[config.mk]
export PLATFORM = sky130hd
export DESIGN_NAME = spcq_div_cell
export DESIGN_NICKNAME = d
export VERILOG_FILES = /design/src/spcq_pkg.sv /design/src/spcq_div_cell.sv
export SDC_FILE = /design/constraint.sdc
export NUM_CORES = 1
export LEC_CHECK = 0
export ABC_CLOCK_PERIOD_IN_PS = 4500
export BUFFER_PORTS_ARGS = -buffer_cell sky130_fd_sc_hd__buf_2
export CORE_AREA = 5 5 723 725
export DETAILED_ROUTE_END_ITERATION = 10
export DIE_AREA = 0 0 728 730
export PLACE_DENSITY_LB_ADDON = 0.12
export SYNTH_ARGS = -nofsm -noshare
export SYNTH_HDL_FRONTEND = slang
export SYNTH_SLANG_ARGS = --single-unit
[constraint.sdc]
create_clock -name clock -period 4.5 [get_ports clock]
set_clock_uncertainty 0.05 [all_clocks]
set_input_delay 0.45 -clock clock [delete_from_list [all_inputs] [get_ports clock]]
set_output_delay 0.45 -clock clock [all_outputs]
set_load 0.02 [all_outputs]
[src/spcq_pkg.sv]
// ----------------------------------------------------------------------------
// spcq_pkg: shared types and constants
// widths and pipeline record types for the sphere point collision query
// ----------------------------------------------------------------------------
`default_nettype none

package spcq_pkg;

   localparam int FRAC_BITS = 16;
   localparam int COORD_W   = 32;
   localparam int RAD_W     = 31;
   localparam int CTR_W     = 33;    // base + offset, no wrap
   localparam int DELTA_W   = 34;
   localparam int MAG_W     = 33;
   localparam int SQ_W      = 66;
   localparam int D2_W      = 68;
   localparam int PROD_W    = 64;
   localparam int NRM_W     = 18;

   localparam int ROOT_W    = 36;    // one root bit per sqrt cell
   localparam int RADIC_W   = 2 * ROOT_W;
   localparam int SREM_W    = ROOT_W + 2;

   localparam int DIV_Q_W   = 31;    // one quotient bit per divide cell
   localparam int DIV_N_W   = 62;
   localparam int DIV_D_W   = ROOT_W;
   localparam int DIV_R_W   = DIV_D_W + 1;
   localparam int LANES     = 6;     // three normal lanes, three surface lanes

   localparam logic [2:0] REG_BASE_X   = 3'd0;
   localparam logic [2:0] REG_BASE_Y   = 3'd1;
   localparam logic [2:0] REG_BASE_Z   = 3'd2;
   localparam logic [2:0] REG_OFFSET_X = 3'd3;
   localparam logic [2:0] REG_OFFSET_Y = 3'd4;
   localparam logic [2:0] REG_OFFSET_Z = 3'd5;
   localparam logic [2:0] REG_RADIUS   = 3'd6;

   typedef struct packed {
      logic [2:0][CTR_W-1:0]  centre;
      logic [2:0]             neg;
      logic                   in_sphere;
      logic                   degen;
   } geo_type;

   typedef struct packed {
      logic                   valid;
      geo_type                geo;
      logic [2:0][MAG_W-1:0]  mag;
      logic [2:0][PROD_W-1:0] prod;
      logic [RADIC_W-1:0]     radic;
      logic [SREM_W-1:0]      rem;
      logic [ROOT_W-1:0]      root;
   } sq_type;

   typedef struct packed {
      logic                         valid;
      geo_type                      geo;
      logic [DIV_D_W-1:0]           len;
      logic [LANES-1:0][DIV_R_W-1:0] rem;
      logic [LANES-1:0][DIV_N_W-1:0] num;
      logic [LANES-1:0][DIV_Q_W-1:0] quot;
   } dv_type;

endpackage

`default_nettype wire

[src/spcq_div_cell.sv]
// ----------------------------------------------------------------------------
// spcq_div_cell: one quotient bit of the divide chain
// restoring step on all six lanes against the shared divisor
// ----------------------------------------------------------------------------
`default_nettype none

module spcq_div_cell
   import spcq_pkg::*;
(
   input  wire logic   clock,
   input  wire logic   reset,
   input  wire logic   en,
   input  wire dv_type d,
   output dv_type      q
);

   dv_type              q_ff;
   dv_type              q_in;
   logic [DIV_R_W-1:0]  sh;

   always_comb begin
      q_in = d;
      sh   = '0;
      for (int i = 0; i < LANES; i++) begin
         sh = {d.rem[i][DIV_R_W-2:0], d.num[i][DIV_N_W-1]};
         q_in.num[i] = {d.num[i][DIV_N_W-2:0], 1'b0};
         if (sh >= {1'b0, d.len}) begin
            q_in.rem[i]  = sh - {1'b0, d.len};
            q_in.quot[i] = {d.quot[i][DIV_Q_W-2:0], 1'b1};
         end else begin
            q_in.rem[i]  = sh;
            q_in.quot[i] = {d.quot[i][DIV_Q_W-2:0], 1'b0};
         end
      end
   end

   always_ff @(posedge clock) begin
      if (reset) begin
         q_ff.valid <= 1'b0;
      end else if (en) begin
         q_ff.valid <= q_in.valid;
      end
   end

   always_ff @(posedge clock) begin
      if (en) begin
         q_ff.geo  <= q_in.geo;
         q_ff.len  <= q_in.len;
         q_ff.rem  <= q_in.rem;
         q_ff.num  <= q_in.num;
         q_ff.quot <= q_in.quot;
      end
   end

   assign q = q_ff;

endmodule

`default_nettype wire

* After elaboration in Yosys (flattened, before gate mapping) *
Index checks and enable logic that the tools add are counted.

operators by class
  add/sub/neg operators = 6
  $mul = 0
  div/mod/pow operators = 0
  magnitude comparators = 6
  equality and inequality tests = 0
  shifts and indexed selects = 0
  mux-type cells = 12
  bitwise gates (word level) = 0
  reduce and logical (&&, ||, !) cells = 0

operators by type and width
  kind                            count
  >= comparator 37 x 36 -> 1 bit  6
  2-to-1 mux 37 bit               6
  subtractor 37 x 36 -> 37 bit    6
  2-to-1 mux 1 bit                6

word-level totals
  bits in registers = 915
  bits in latches = 0
  memory bits (writable) = 0
  ROM bits = 0
  memories kept = 0

* Logic depth before layout (Yosys ltp) *
  word-level depth = 2
  mapped depth = 14
  depth with buffers taken out = 12

* Least setup slack after synthesis *
No wires, ideal clock.

  path type = input port to flip-flop
  start point = input port d[800] (netlist bit)
  end point = register q_ff, in the netlist q[652] (data pin)
  arrival time = 2950 ps
  setup slack = 1240 ps
  stages on the path = 13
  path through = inv_1 > ha_1 > buf_2 > nand4_1 > or3_1 > or3_1 > nor3_1 > a21oi_1 > o21ai_2 > a221oi_2 > buf_2 > inv_2 > mux2_2

RTL lines
  what         RTL line             RTL
  from (decl)  spcq_div_cell.sv:13  input wire dv_type d,
  to (decl)    spcq_div_cell.sv:17  dv_type q_ff;

==> flow_metrics.py <==
metrics = {
    "status": {
        "outcome": "complete, no violations",
    },
    "placement": {
        "post_dp_cell_area_sq_um": 61300,
        "dp_hpwl_um": 343000,
        "io_buffers": 1826,
        "post-place-cells": 11876,
        "place.gp.congestion": 0.909,
        "dp_slack_ps": 79.9,
    },
    "global_routing": {
        "antenna_found_initial": 242,
        "grt_first_pass_wirelength_um": 491000,
        "grt_max_degree": 74,
        "grt_pass1_vias": 41896,
        "grtUsageTotal_pct": 14.3,
        "grt.overflow.total": 0,
    },
    "timing": {
        "timing.final.crit_share_pct": 90.9,
        "setup_violations": 0,
        "fin_crit_ps": 4090,
        "hold_slack_ps": 144,
        "tns_ps": 0,
        "rsz0062_at_grt": "no",
        "hold_viol": 0,
        "fmax_mhz": 245,
        "worst_pin_slew_ps": 1100,
        "setup_ws_ps": 411,
        "relSlewSlack_pct": 26.7,
        "maxSlewViolCount": 0,
    },
    "synth": {
        "synth.yosys.seq_area_share_pct": 65.5,
        "yosys.area.top_type": "edfxtp_1",
        "synth_top_cell_area_share_pct": 65.4,
        "ys_types": 77,
        "synth-seq-cells": 915,
        "synthCells": 3154,
        "synth_edf_count": 914,
        "yosys_warnings": 0,
        "async_flop_share_pct": 0,
        "synth.avg_cell_area_sq_um": 13.3,
        "ys_top_cells_by_area": "edfxtp_1, ha_1, a21oi_1",
        "syn_area_sq_um": 41900,
        "ys.flop_type": "edfxtp_1",
    },
    "power_and_ir_drop": {
        "worst_ir_drop_vdd_uv": 255,
        "power_mw": 29.5,
        "leakagePower_nw": 29.8,
        "p_per_area_nw_per_um2": 393,
    },
    "setup_path": {
        "start_kind": "input port",
        "cp.required_ps": 5000,
        "critPathArrivalTime_ps": 4590,
        "path_common_cell": "o21ai_0",
        "cp_max_fo": 7,
        "max_stage_delay_ps": 1000,
        "crit_path_top_delay_cell": "a2111oi_1",
        "worstSetupPathType": "input port to register",
        "worstPathCellList": "dlygate4sd3_1, buf_2, inv_1, buf_12, ha_1, nand2_1, o21ai_0, o21ai_0, a2111oi_1, a21oi_1, buf_4, o21ai_0, xor2_1, mux2_2",
        "crit_path_end_kind": "register",
    },
    "layout": {
        "syn2layout_area_growth_pct": 79.1,
        "drive_above_1_share_pct": 36.7,
        "nets": 7293,
        "final_area_sq_um": 75100,
        "largest_reg_flops": 915,
        "instances_no_fill": 13130,
        "post-route-util_pct": 14.6,
    },
    "die": {
        "die_y_um": 730,
        "dieArea_sq_um": 531000,
        "rows": 264,
        "coreArea_sq_um": 515000,
        "start_util_pct": 8.14,
        "ios": 1845,
        "die_w_um": 728,
    },
    "flow_run": {
        "drv_cap": 0,
    },
    "detailed_routing": {
        "via_count": 40701,
        "wl_per_cell_um": 30.5,
        "firstDrtPassIters": 5,
        "via_per_inst": 3.10,
        "drtIter0Drc": 2370,
        "post-route-drc-count": 0,
        "wirelength_um": 401000,
        "final_antenna_net_count": 0,
    },
    "clocking": {
        "cts.hold.buffers_added": 908,
        "clockBufferDepth": 4,
        "postCtsResizedCells": 0,
        "cts_tree": "done",
        "htree_levels": 4,
        "cts_setup_buffers": 0,
        "insertion_delay_ps": 780,
        "cts-root-buf": "clkbuf_16",
        "numCtsBuffers": 144,
        "clk_pin_slew_ps": 50,
        "clock-sinks": 915,
    },
    "worst_hold_path": {
        "worstHoldPathType": "input port to register",
    },
}
-- routing by layer --
layer,track usage [%],vias up,wire length (um)
met5,0,-,563
met2,27.3,1643,213000
met1,15.5,20300,148000
li1,-,18165,-
met3,3.28,505,23800
met4,4.55,88,15700
-- Yosys cell counts, types with 6 or more instances --
library cell / n
a2111oi_0: 7
a211oi_1: 19
a21boi_0: 11
a21o_1: 111
a21oi_1: 271
a31oi_1: 22
a41oi_1: 8
and2_1: 12
and3_1: 18
and4_1: 7
buf_2: 28
buf_4: 11
clkbuf_1: 60
edfxtp_1: 914
fa_1: 6
ha_1: 216
inv_1: 109
mux2_2: 37
mux2i_1: 7
nand2_1: 275
nand2b_1: 17
nand3_1: 51
nand4_1: 50
nor2_1: 170
nor2b_1: 29
nor3_1: 29
nor4_1: 10
o211ai_1: 11
o21a_1: 29
o21ai_0: 240
o21ai_1: 9
o21bai_1: 38
o22ai_1: 7
o31a_1: 13
o31ai_1: 18
o41ai_1: 6
or3_1: 10
xnor2_1: 97
xor2_1: 87
-- final cells by class --
class | instances | area, sq um
antenna | 94 | 235
timing repair buffer | 2942 | 20300
multi-input combinational | 2034 | 13600
clock buffer | 173 | 3780
clock inverter | 79 | 731
sequential | 915 | 27500
fill | 58212 | 440000
inverter | 110 | 413
tap | 6783 | 8490
-- logic make-up (layout without fill, tap and decap cells) --
kind of cell | count (synthesis) | after routing | share of synthesized area (%)
AND/OR/NAND/NOR | 693 | 693 | 7.52
adder cells (fa/ha/maj) | 222 | 222 | 6.73
multiplexers | 44 | 44 | 1.16
AO/OA/AOI/OAI | 885 | 885 | 13.2
other | 1 | 100 | 0.00894
XOR/XNOR | 184 | 184 | 3.84
flip-flops | 915 | 915 | 65.5
buffers and inverters | 210 | 3304 | 2.08
-- where the power goes --
| part | switching (mW) | internal (mW) |
|---|---|---|
| logic | 4.91 | 2.50 |
| registers | 0.397 | 10.4 |
| clock network | 4.85 | 6.48 |
-- critical path, delay by kind of cell --
family	cells	cell delay, ps
AO/OA/AOI/OAI	5	2090
XOR/XNOR	1	110
adder cells (fa/ha/maj)	1	440
buffers and inverters	5	1060
multiplexers	1	290
AND/OR/NAND/NOR	1	90
-- layout by cell type (no fill, tap or decap), types with 10 or more instances in the layout --
cell type	synthesis	layout
buf_2	28	1825
edfxtp_1	914	914
dlygate4sd3_1	0	908
nand2_1	275	275
a21oi_1	271	270
o21ai_0	240	240
ha_1	216	216
nor2_1	170	170
buf_4	11	164
clkbuf_16	0	147
a21o_1	111	111
inv_1	109	109
xnor2_1	97	97
diode_2	0	94
xor2_1	87	87
nand3_1	51	51
nand4_1	50	50
buf_12	0	44
o21bai_1	38	38
mux2_2	37	37
nor2b_1	29	29
nor3_1	29	29
o21a_1	29	28
clkinv_1	0	27
clkbuf_1	60	26
a31oi_1	22	22
clkinv_2	0	21
a211oi_1	19	19
and3_1	18	18
o31ai_1	18	18
nand2b_1	17	17
o31a_1	13	13
and2_1	12	12
o211ai_1	11	11
a21boi_0	11	11
nor4_1	10	10
or3_1	10	10
-- worst paths after layout --
check	depth (start not counted)	slack, ps	from	to
min reg2reg	3	1020	q[920]	q[920]
max	14	410	d[789]	q[588]
max reg2reg	3	3290	q[920]	q[920]
min	3	140	d[640]	q[641]
Note: power is estimated with default switching activity, not from simulation.
