$ cat src/spcq_pkg.sv
// ----------------------------------------------------------------------------
// spcq_pkg: shared types and constants
// widths and pipeline record types for the sphere point collision query
// ----------------------------------------------------------------------------
`default_nettype none

package spcq_pkg;

   localparam int FRAC_BITS = 16;
   localparam int COORD_W   = 32;
   localparam int RAD_W     = 31;
   localparam int CTR_W     = 33;    // base + offset, no wrap
   localparam int DELTA_W   = 34;
   localparam int MAG_W     = 33;
   localparam int SQ_W      = 66;
   localparam int D2_W      = 68;
   localparam int PROD_W    = 64;
   localparam int NRM_W     = 18;

   localparam int ROOT_W    = 36;    // one root bit per sqrt cell
   localparam int RADIC_W   = 2 * ROOT_W;
   localparam int SREM_W    = ROOT_W + 2;

   localparam int DIV_Q_W   = 31;    // one quotient bit per divide cell
   localparam int DIV_N_W   = 62;
   localparam int DIV_D_W   = ROOT_W;
   localparam int DIV_R_W   = DIV_D_W + 1;
   localparam int LANES     = 6;     // three normal lanes, three surface lanes

   localparam logic [2:0] REG_BASE_X   = 3'd0;
   localparam logic [2:0] REG_BASE_Y   = 3'd1;
   localparam logic [2:0] REG_BASE_Z   = 3'd2;
   localparam logic [2:0] REG_OFFSET_X = 3'd3;
   localparam logic [2:0] REG_OFFSET_Y = 3'd4;
   localparam logic [2:0] REG_OFFSET_Z = 3'd5;
   localparam logic [2:0] REG_RADIUS   = 3'd6;

   typedef struct packed {
      logic [2:0][CTR_W-1:0]  centre;
      logic [2:0]             neg;
      logic                   in_sphere;
      logic                   degen;
   } geo_type;

   typedef struct packed {
      logic                   valid;
      geo_type                geo;
      logic [2:0][MAG_W-1:0]  mag;
      logic [2:0][PROD_W-1:0] prod;
      logic [RADIC_W-1:0]     radic;
      logic [SREM_W-1:0]      rem;
      logic [ROOT_W-1:0]      root;
   } sq_type;

   typedef struct packed {
      logic                         valid;
      geo_type                      geo;
      logic [DIV_D_W-1:0]           len;
      logic [LANES-1:0][DIV_R_W-1:0] rem;
      logic [LANES-1:0][DIV_N_W-1:0] num;
      logic [LANES-1:0][DIV_Q_W-1:0] quot;
   } dv_type;

endpackage

`default_nettype wire

$ cat src/spcq_sqrt_cell.sv
// ----------------------------------------------------------------------------
// spcq_sqrt_cell: one digit of the square root chain
// takes two radicand bits and settles one root bit per stage
// ----------------------------------------------------------------------------
`default_nettype none

module spcq_sqrt_cell
   import spcq_pkg::*;
(
   input  wire logic   clock,
   input  wire logic   reset,
   input  wire logic   en,
   input  wire sq_type d,
   output sq_type      q
);

   sq_type             q_ff;
   sq_type             q_in;
   logic [SREM_W-1:0]  rem_sh;
   logic [SREM_W-1:0]  trial;

   always_comb begin
      q_in   = d;
      rem_sh = {d.rem[SREM_W-3:0], d.radic[RADIC_W-1 -: 2]};
      trial  = {d.root[ROOT_W-3:0], 2'b01};
      q_in.radic = {d.radic[RADIC_W-3:0], 2'b00};
      if (rem_sh >= trial) begin
         q_in.rem  = rem_sh - trial;
         q_in.root = {d.root[ROOT_W-2:0], 1'b1};
      end else begin
         q_in.rem  = rem_sh;
         q_in.root = {d.root[ROOT_W-2:0], 1'b0};
      end
   end

   always_ff @(posedge clock) begin
      if (reset) begin
         q_ff.valid <= 1'b0;
      end else if (en) begin
         q_ff.valid <= q_in.valid;
      end
   end

   always_ff @(posedge clock) begin
      if (en) begin
         q_ff.geo   <= q_in.geo;
         q_ff.mag   <= q_in.mag;
         q_ff.prod  <= q_in.prod;
         q_ff.radic <= q_in.radic;
         q_ff.rem   <= q_in.rem;
         q_ff.root  <= q_in.root;
      end
   end

   assign q = q_ff;

endmodule

`default_nettype wire

$ cat config.mk
export PLATFORM = sky130hd
export DESIGN_NAME = spcq_sqrt_cell
export DESIGN_NICKNAME = d
export VERILOG_FILES = /design/src/spcq_pkg.sv /design/src/spcq_sqrt_cell.sv
export SDC_FILE = /design/constraint.sdc
export NUM_CORES = 1
export LEC_CHECK = 0
export ABC_AREA = 1
export BUFFER_PORTS_ARGS = -buffer_cell sky130_fd_sc_hd__buf_2
export CORE_AREA = 8 8 411 413
export DETAILED_ROUTE_END_ITERATION = 8
export DIE_AREA = 0 0 419 421
export SKIP_CTS_REPAIR_TIMING = 1
export SLEW_MARGIN = 20
export SYNTH_ARGS = -nofsm -noshare
export SYNTH_HDL_FRONTEND = slang
export SYNTH_SLANG_ARGS = --single-unit
$ cat constraint.sdc
create_clock -name clock -period 2.8 [get_ports clock]
set_clock_uncertainty 0.05 [all_clocks]
set_input_delay 0.56 -clock clock [delete_from_list [all_inputs] [get_ports clock]]
set_output_delay 0.56 -clock clock [all_outputs]
set_load 0.01 [all_outputs]
# Yosys cells after proc, flatten, opt, wreduce, memory -nomap -nowiden
# Cells that the tools add are included.
[classes]
addsub = 1
order_cmp = 1
mux = 1
[ops]
columns = ["operator", "n"]
rows = [
  ["$mux W74", 1],
  ["$ge A38 B36 Y1", 1],
  ["$sub A38 B36 Y38", 1],
]
[totals]
register_bits = 540
out_inout_bits = 542
elab_cells = 19

# Logic depth before layout (Yosys ltp)
# Gate-level depths: netlist of the first run.
[logic_depth]
ltp_word = 2
depth_mapped = 16
depth_no_buf = 15

# Worst setup path after synthesis of the first run
# OpenSTA, ideal clock, no wires.
[synth_path]
path_kind = "input to register"
from = "input port d[19] (netlist bit)"
to = "register q_ff, in the netlist q[53], data pin"
arrival_ps = 1989
t_required_ps = 2498
setup_slack_ps = 509
cell_stages = 14
path_buffers = 2
cell_sequence = "inv_1 -> ha_1 -> nand2_2 -> inv_1 -> nand2_1 -> nand2_1 -> a21oi_1 -> nand3_2 -> nand3_2 -> nand2_4 -> buf_12 -> buf_12 -> nand2_1 -> nand2_1"
[synth_lines]
columns = ["element", "line", "source"]
rows = [
  ["start: declaration", "spcq_sqrt_cell.sv:13", "input wire sq_type d,"],
  ["end: declaration", "spcq_sqrt_cell.sv:17", "sq_type q_ff;"],
]

==> impl_results.md, run 1 <==
- DRT Wirelength: 129800 um
- Global-route wire length before repair: 158500 um
- Max reg flops: 540
- Adder-cell area share of the yosys netlist: 0.02274
- Period utilization: 0.9634
- Crit path capture type: flip-flop
- Worst path required time: 3150 ps
- Peak fanout along the critical path: 3
- EDFF count, synth: 539
- Post-synthesis compound-gate area fraction: 0.01017
- # IOs: 1087
- # setup viols final: 0
- Die Span X: 419 um
- Most used DFF post-synth: edfxtp_1
- Drt pass-1 iters: 5
- Worst Max-Slew Pin Slew: 641.5 ps
- Status: finished clean
- Setup CP Type: in -> reg
- Synth Register Bits: 540
- Overall power: 0.02252 W
- Post-synthesis mux area share: 0.0005054
- Commonest cells in the netlist: 539 x edfxtp_1, 341 x nand2_1, 152 x inv_1, 70 x nor2_1, 36 x ha_1
- Post-synth top area cell: edfxtp_1
- TritonCTS clock tree: built
- Hold crit path type: in -> reg
- Setup TNS: 0 ps
- Main combinational cell family by area after synthesis: simple AND/OR/NAND/NOR gates
- Placed cell areas: 28780 um2
- Largest net degree at the start of global routing: 63
- Final worst setup slack: 102.5 ps
- Clock slew at reported path FFs: 60 ps
- Pwr dens: 633.3 nW/um2
- Die H: 421 um
- Skew-Pair Late Insertion Delay: 650 ps
- Post-Synthesis Cell Area: 19800 um2
- Vias per cell: 3.374
- Max-cap check violation count: 0
- Worst setup SP type: input pin
- Via count: 17660
- Post-Synth Simple-Gate Area: 0.1051
- Placed cells: 4645
- I/O Buffers: 1081
- Core Region: 162000 um2
- Std cell rows: 148
- Ratio of cells with drive above 1 in the final layout: 0.4340
- Detail Route Antenna Nets: 0
- Wire length per cell: 24.79 um
- Initial Util: 0.1222
- Worst vdd ir: 0.0005400 V
- Minimum clock period: 2698 ps
- Layout Cell Area excl Fill: 35550 um2
- Clk sink count: 540
- Inserted Clock Buffers: 69
- CTS root buf: clkbuf_16
- Gr usage total: 0.1352
- Synth top area share: 0.8173
- Max Slew Vio Count: 0
- Dpl ws: -51.76 ps
- Hold Crit Start: d[74]
- Register area share after synthesis: 0.8183
- DR DRC count: 0
- Non-filler cells, final: 5234
- RSZ-0062 raised after global routing: false
- Grt ovf: 0
- Most area-consuming cells after synthesis: edfxtp_1 82%, nand2_1 6.5%, inv_1 2.9%, ha_1 2.3%, nor2_1 1.3%
- Placer Congestion: 0.9766
- Antenna violations before repair: 88
- Final Hold Fails: 0
- Reg2reg start: q[541]
- Post-synthesis xor/xnor area fraction: 0.008403
- Syn Inst Count: 1290
- Worst EP arrival: 3050 ps
- P&R area growth vs syn: 79.52%
- Detailed Route Iter0 Violations: 1134
- Number of global-route vias before repair: 16290
- Synth warnings: 0
- Avg Cell Area, Syn: 15.35 um2
- Max-slew headroom: 0.5723
- Leak: 15.40 nW
- Count leader, synth: edfxtp_1
- Die area: 176400 um2
- Fin nets: 3571
- Fmax: 370.7 MHz
- Max Root-Sink Buffers: 3
- H-tree depth: 3
- Detail Placement HPWL: 109300 um
- Origin of the worst setup path: d[4]
- Ys async rst share: 0
- Yosys cell types: 31
layout by cell type, fill, tap and decap left out, drive strengths merged, types with 2 or more instances in the layout:
cell type	instances
buf	1189
nand2	352
dlygate4sd3	449
bufinv	3
nor2	75
inv	161
nand3	40
xor2	18
nand4	5
o21ai	7
and2	2
ha	36
clkinv	27
nand3b	10
o21bai	4
diode	15
edfxtp	539
clkbuf	84
conb	2
clkinvlp	3
nor3	9
a21oi	25
cells by family (layout without fill, tap and decap cells):
kind of cell    Yosys count  count (layout)
flops                   540             540
simple gates            493             493
buf+inv                 163            1916
compound gates           37              37
fa+ha+maj                36              36
xor+xnor                 19              19
other cells               1              17
mux                       1               1
through the flow:
| step | utilization | hold slack (ps) |
|---|---|---|
| 3_5_place_dp | 0.1776 | 438.3 |
| 6_report | 0.2194 | 61.73 |
| 3_3_place_gp | 0.1776 | 426.5 |
| 5_1_grt | 0.2193 | -2.152 |
| 4_1_cts | 0.1915 | -97.48 |
| 2_1_floorplan | - | 477.9 |
critical path, stage by stage:
cell	delay, ps
dlygate4sd3_1	530
buf_2	110
inv_1	40
ha_1	290
buf_4	120
nand2_1	90
nor2_1	240
nand2_1	80
nand2_1	190
nand2_1	80
nand2_1	270
nand2_1	170
nand2_1	90
nand2_1	60
nand3_2	70
nand2_1	50
report_power, final:
group,switching [W],leakage [nW],internal (W)
registers,0.000227,5.28,0.00968
logic,0.00217,9.04,0.00152
clock network,0.00393,1.08,0.00499
path summary, 6_finish.rpt:
path	slack (ps)	depth (start not counted)	endpoint
worst min register to register	450	2	q[541]
worst min-delay path	60	1	q[76]
worst max-delay path	100	16	q[67]
worst max register to register	2170	2	q[541]
per-layer routing:
metal | vias to the layer above | track usage | wire length (um)
met3 | 318 | 0.04286 | 9716
met5 | - | 0 | 52
met1 | 8553 | 0.1231 | 40720
met2 | 881 | 0.2735 | 73380
met4 | 8 | 0.04983 | 5881
li1 | 7901 | - | -
cell type report:
type                    count  area (um2)
fillers                 17280      126500
repair buffers           1638       10850
flip-flops and latches    540       16210
well taps                2175        2721
clock inverters            41       441.7
multi-input cells         588        2918
clock buffers              84        1804
diodes                     15       37.54
inverters                 153       574.3
No activity file was read; power rests on OpenSTA's default activity.
==> run 2: changes to the inputs <==
--- a/config.mk
+++ b/config.mk
@@ -7,9 +7,12 @@
 export LEC_CHECK = 0
 export ABC_AREA = 1
 export BUFFER_PORTS_ARGS = -buffer_cell sky130_fd_sc_hd__buf_2
+export CAP_MARGIN = 20
 export CORE_AREA = 8 8 411 413
+export CTS_BUF_LIST = sky130_fd_sc_hd__clkbuf_16
 export DETAILED_ROUTE_END_ITERATION = 8
 export DIE_AREA = 0 0 419 421
+export GPL_TIMING_DRIVEN = 0
 export SKIP_CTS_REPAIR_TIMING = 1
 export SLEW_MARGIN = 20
 export SYNTH_ARGS = -nofsm -noshare
==> run 2 against run 1 <==
Via count is 4.1% lower. Register-to-register slack is essentially flat. Clock-buffer cell count decreased by 14. Sequential cell count unchanged. Fmax increased by 3.6%. Combinational power down 6.0%. Total power up 0.25%. Critical path depth is 2 lower. First-iteration DRC count rose by 0.71%. Largest power group unchanged.
==> impl_results.md, run 2 (synthesized netlist as in run 1, its figures left out) <==
- Via count: 16930 (was 17660)
- Ratio of cells with drive above 1 in the final layout: 0.4255 (was 0.4340)
- Detail Route Antenna Nets: 0 (unchanged)
- Core Region: 162000 um2 (unchanged)
- Antenna violations before repair: 105 (was 88)
- Placed cell areas: 28110 um2 (was 28780 um2)
- Crit path capture type: flip-flop (unchanged)
- # IOs: 1087 (unchanged)
- Most common cell after layout, fill and taps aside: buf_2 (unchanged)
- RSZ-0062 raised after global routing: false (unchanged)
- Reg2reg start: q[541] (unchanged)
- Leak: 14.77 nW (was 15.40 nW)
- Critical path depth: 14 (was 16)
- H-tree depth: 3 (unchanged)
- Inserted Clock Buffers: 70 (was 69)
- Fmax: 384.1 MHz (was 370.7 MHz)
- Global-route wire length before repair: 156000 um (was 158500 um)
- Sequential power share: 0.438 (was 0.440)
- P&R area growth vs syn: 73.43% (was 79.52%)
- Internal power: 0.01631 W (was 0.01619 W)
- Placer Congestion: 0.9283 (was 0.9766)
- Max-cap check violation count: 0 (unchanged)
- Filler cells: 17410 (was 17280)
- Switching pwr: 0.006261 W (was 0.006326 W)
- Largest stage delay on the critical path: 360 ps (was 530 ps)
- Hold crit path type: in -> reg (unchanged)
- CP Cell Sequence: buf_2, inv_1, ha_1, nand2_1, nor2_1, inv_1, nor3_2, nand3_1, nand2_1, nor2_1, nand2_4, inv_2, buf_6, a21oi_1 (was dlygate4sd3_1, buf_2, inv_1, ha_1, buf_4, nand2_1, nor2_1, nand2_1, nand2_1, nand2_1, nand2_1, nand2_1, nand2_1, nand2_1, nand3_2, nand2_1)
- Clock slew at reported path FFs: 60 ps (about the same)
- Initial Util: 0.1222 (unchanged)
- Max reg flops: 540 (unchanged)
- Gate power share: 0.154 (was 0.164)
- TritonCTS clock tree: built (unchanged)
- Std cell rows: 148 (unchanged)
- Max-slew headroom: 0.5809 (was 0.5723)
- Max Root-Sink Buffers: 3 (unchanged)
- Vias per cell: 3.329 (was 3.374)
- Number of global-route vias before repair: 15620 (was 16290)
- Max Slew Vio Count: 0 (unchanged)
- Worst vdd ir: 0.0004101 V (was 0.0005400 V)
- Buf+Inv Stages, Crit Path: 5 (was 4)
- Fin nets: 3416 (was 3571)
- Die area: 176400 um2 (unchanged)
- Pwr dens: 657.2 nW/um2 (was 633.3 nW/um2)
- Non-filler cells, final: 5086 (was 5234)
- Die H: 421 um (unchanged)
- Wire length per cell: 25.20 um (was 24.79 um)
- Slowest-stage cell, CP: a21oi_1 (was dlygate4sd3_1)
- Detailed Route Iter0 Violations: 1142 (was 1134)
- Worst setup endpoint: q[73] (was q[67])
- Period utilization: 0.9297 (was 0.9634)
- Detail Placement HPWL: 108200 um (was 109300 um)
- R2r setup slk: 2170 ps (about the same)
- Die Span X: 419 um (unchanged)
- Origin of the worst setup path: d[13] (was d[4])
- Worst EP arrival: 2940 ps (was 3050 ps)
- Worst setup SP type: input pin (unchanged)
- Drt pass-1 iters: 5 (unchanged)
- Skew-Pair Late Insertion Delay: 660 ps (was 650 ps)
- Largest net degree at the start of global routing: 105 (was 63)
- DRT Wirelength: 128100 um (was 129800 um)
- FF-to-FF path depth: 2 (unchanged)
- Clk sink count: 540 (unchanged)
- DR DRC count: 0 (unchanged)
- Peak fanout along the critical path: 10 (was 3)
- Gr usage total: 0.1339 (was 0.1352)
- I/O Buffers: 1081 (unchanged)
- Worst Max-Slew Pin Slew: 628.7 ps (was 641.5 ps)
- Setup CP Type: in -> reg (unchanged)
- CTS root buf: clkbuf_16 (unchanged)
- Status: finished clean (unchanged)
- # setup viols final: 0 (unchanged)
- Final Hold Fails: 0 (unchanged)
- Minimum clock period: 2603 ps (was 2698 ps)
- Sw Share: 0.2774 (was 0.2810)
- Worst R2R End: q[541] (unchanged)
- Most frequent cells in the layout: 1081 x buf_2, 539 x edfxtp_1, 385 x dlygate4sd3_1 (was 1080 x buf_2, 539 x edfxtp_1, 449 x dlygate4sd3_1)
- Worst path required time: 3140 ps (was 3150 ps)
- Layout Cell Area excl Fill: 34350 um2 (was 35550 um2)
- Family with the most delay on the worst path: simple AND/OR/NAND/NOR gates (unchanged)
- Share of power burned in the clock network: 0.409 (was 0.396)
- Grt ovf: 0 (unchanged)
- Placed cells: 4553 (was 4645)
## run 2: changes by cell type in the layout (fill, tap and decap cells not counted), sizes merged, moves of 4 or more
cell / delta
buf: -93
clkbuf: -13
inv: +7
clkinvlp: +4
dlygate4sd3: -64
diode: +5
bufinv: +4
## run 2: area by class of cell
class	instances	area, um2	area share
sequential	540	16210	0.4718
timing repair buffer	1472	9439	0.2748
multi-input combinational	588	2918	0.08495
tap	2175	2721	0.07924
clock buffer	70	1752	0.05100
clock inverter	58	575.6	0.01676
inverter	153	574.3	0.01672
buffer	10	110.1	0.003206
antenna	20	50.05	0.001457
## run 2: routing by layer
layer	vias to the layer above	global-route usage	wire (um)
met5	-	0	41
li1	7602	-	-
met2	854	0.2687	72580
met4	6	0.05516	5102
met1	8171	0.1202	39690
met3	300	0.04407	10730
## run 2: worst min path at each step
stage                     depth (start not counted)     end  slack [ps]  startpoint
after floorplan                                   2  q[541]         480      q[541]
after global placement                            2  q[541]         430      q[541]
after detailed placement                          2  q[541]         440      q[541]
after CTS                                         2  q[541]         -90       reset
after global routing                              1  q[258]          -5      d[258]
final                                             1  q[104]          50      d[102]
## run 2: power by group through the flow
stage | Combinational (W) | Clock (W) | Sequential, W
3_5_place_dp | 0.00306 | 0 | 0.0100
2_1_floorplan | 0.000597 | 0 | 0.0104
6_report | 0.00347 | 0.00922 | 0.00988
5_1_grt | 0.00373 | 0.00987 | 0.00994
4_1_cts | 0.00307 | 0.00967 | 0.00988
3_3_place_gp | 0.00303 | 0 | 0.0102
## run 2: through the flow
step / hold slack, ps / setup TNS (ps) / total power (W) / utilization / setup WS, ps
6_report: 48.69 / 0 / 0.02257 / 0.2120 / 196.8
5_1_grt: -5.125 / 0 / 0.02354 / 0.2118 / 121.8
4_1_cts: -94.34 / 0 / 0.02262 / 0.1879 / 174.7
3_5_place_dp: 437.7 / -10740 / 0.01309 / 0.1735 / -541.7
3_3_place_gp: 433.3 / -4060430 / 0.01318 / 0.1724 / -7715
2_1_floorplan: 477.9 / 0 / 0.01100 / - / 508.6
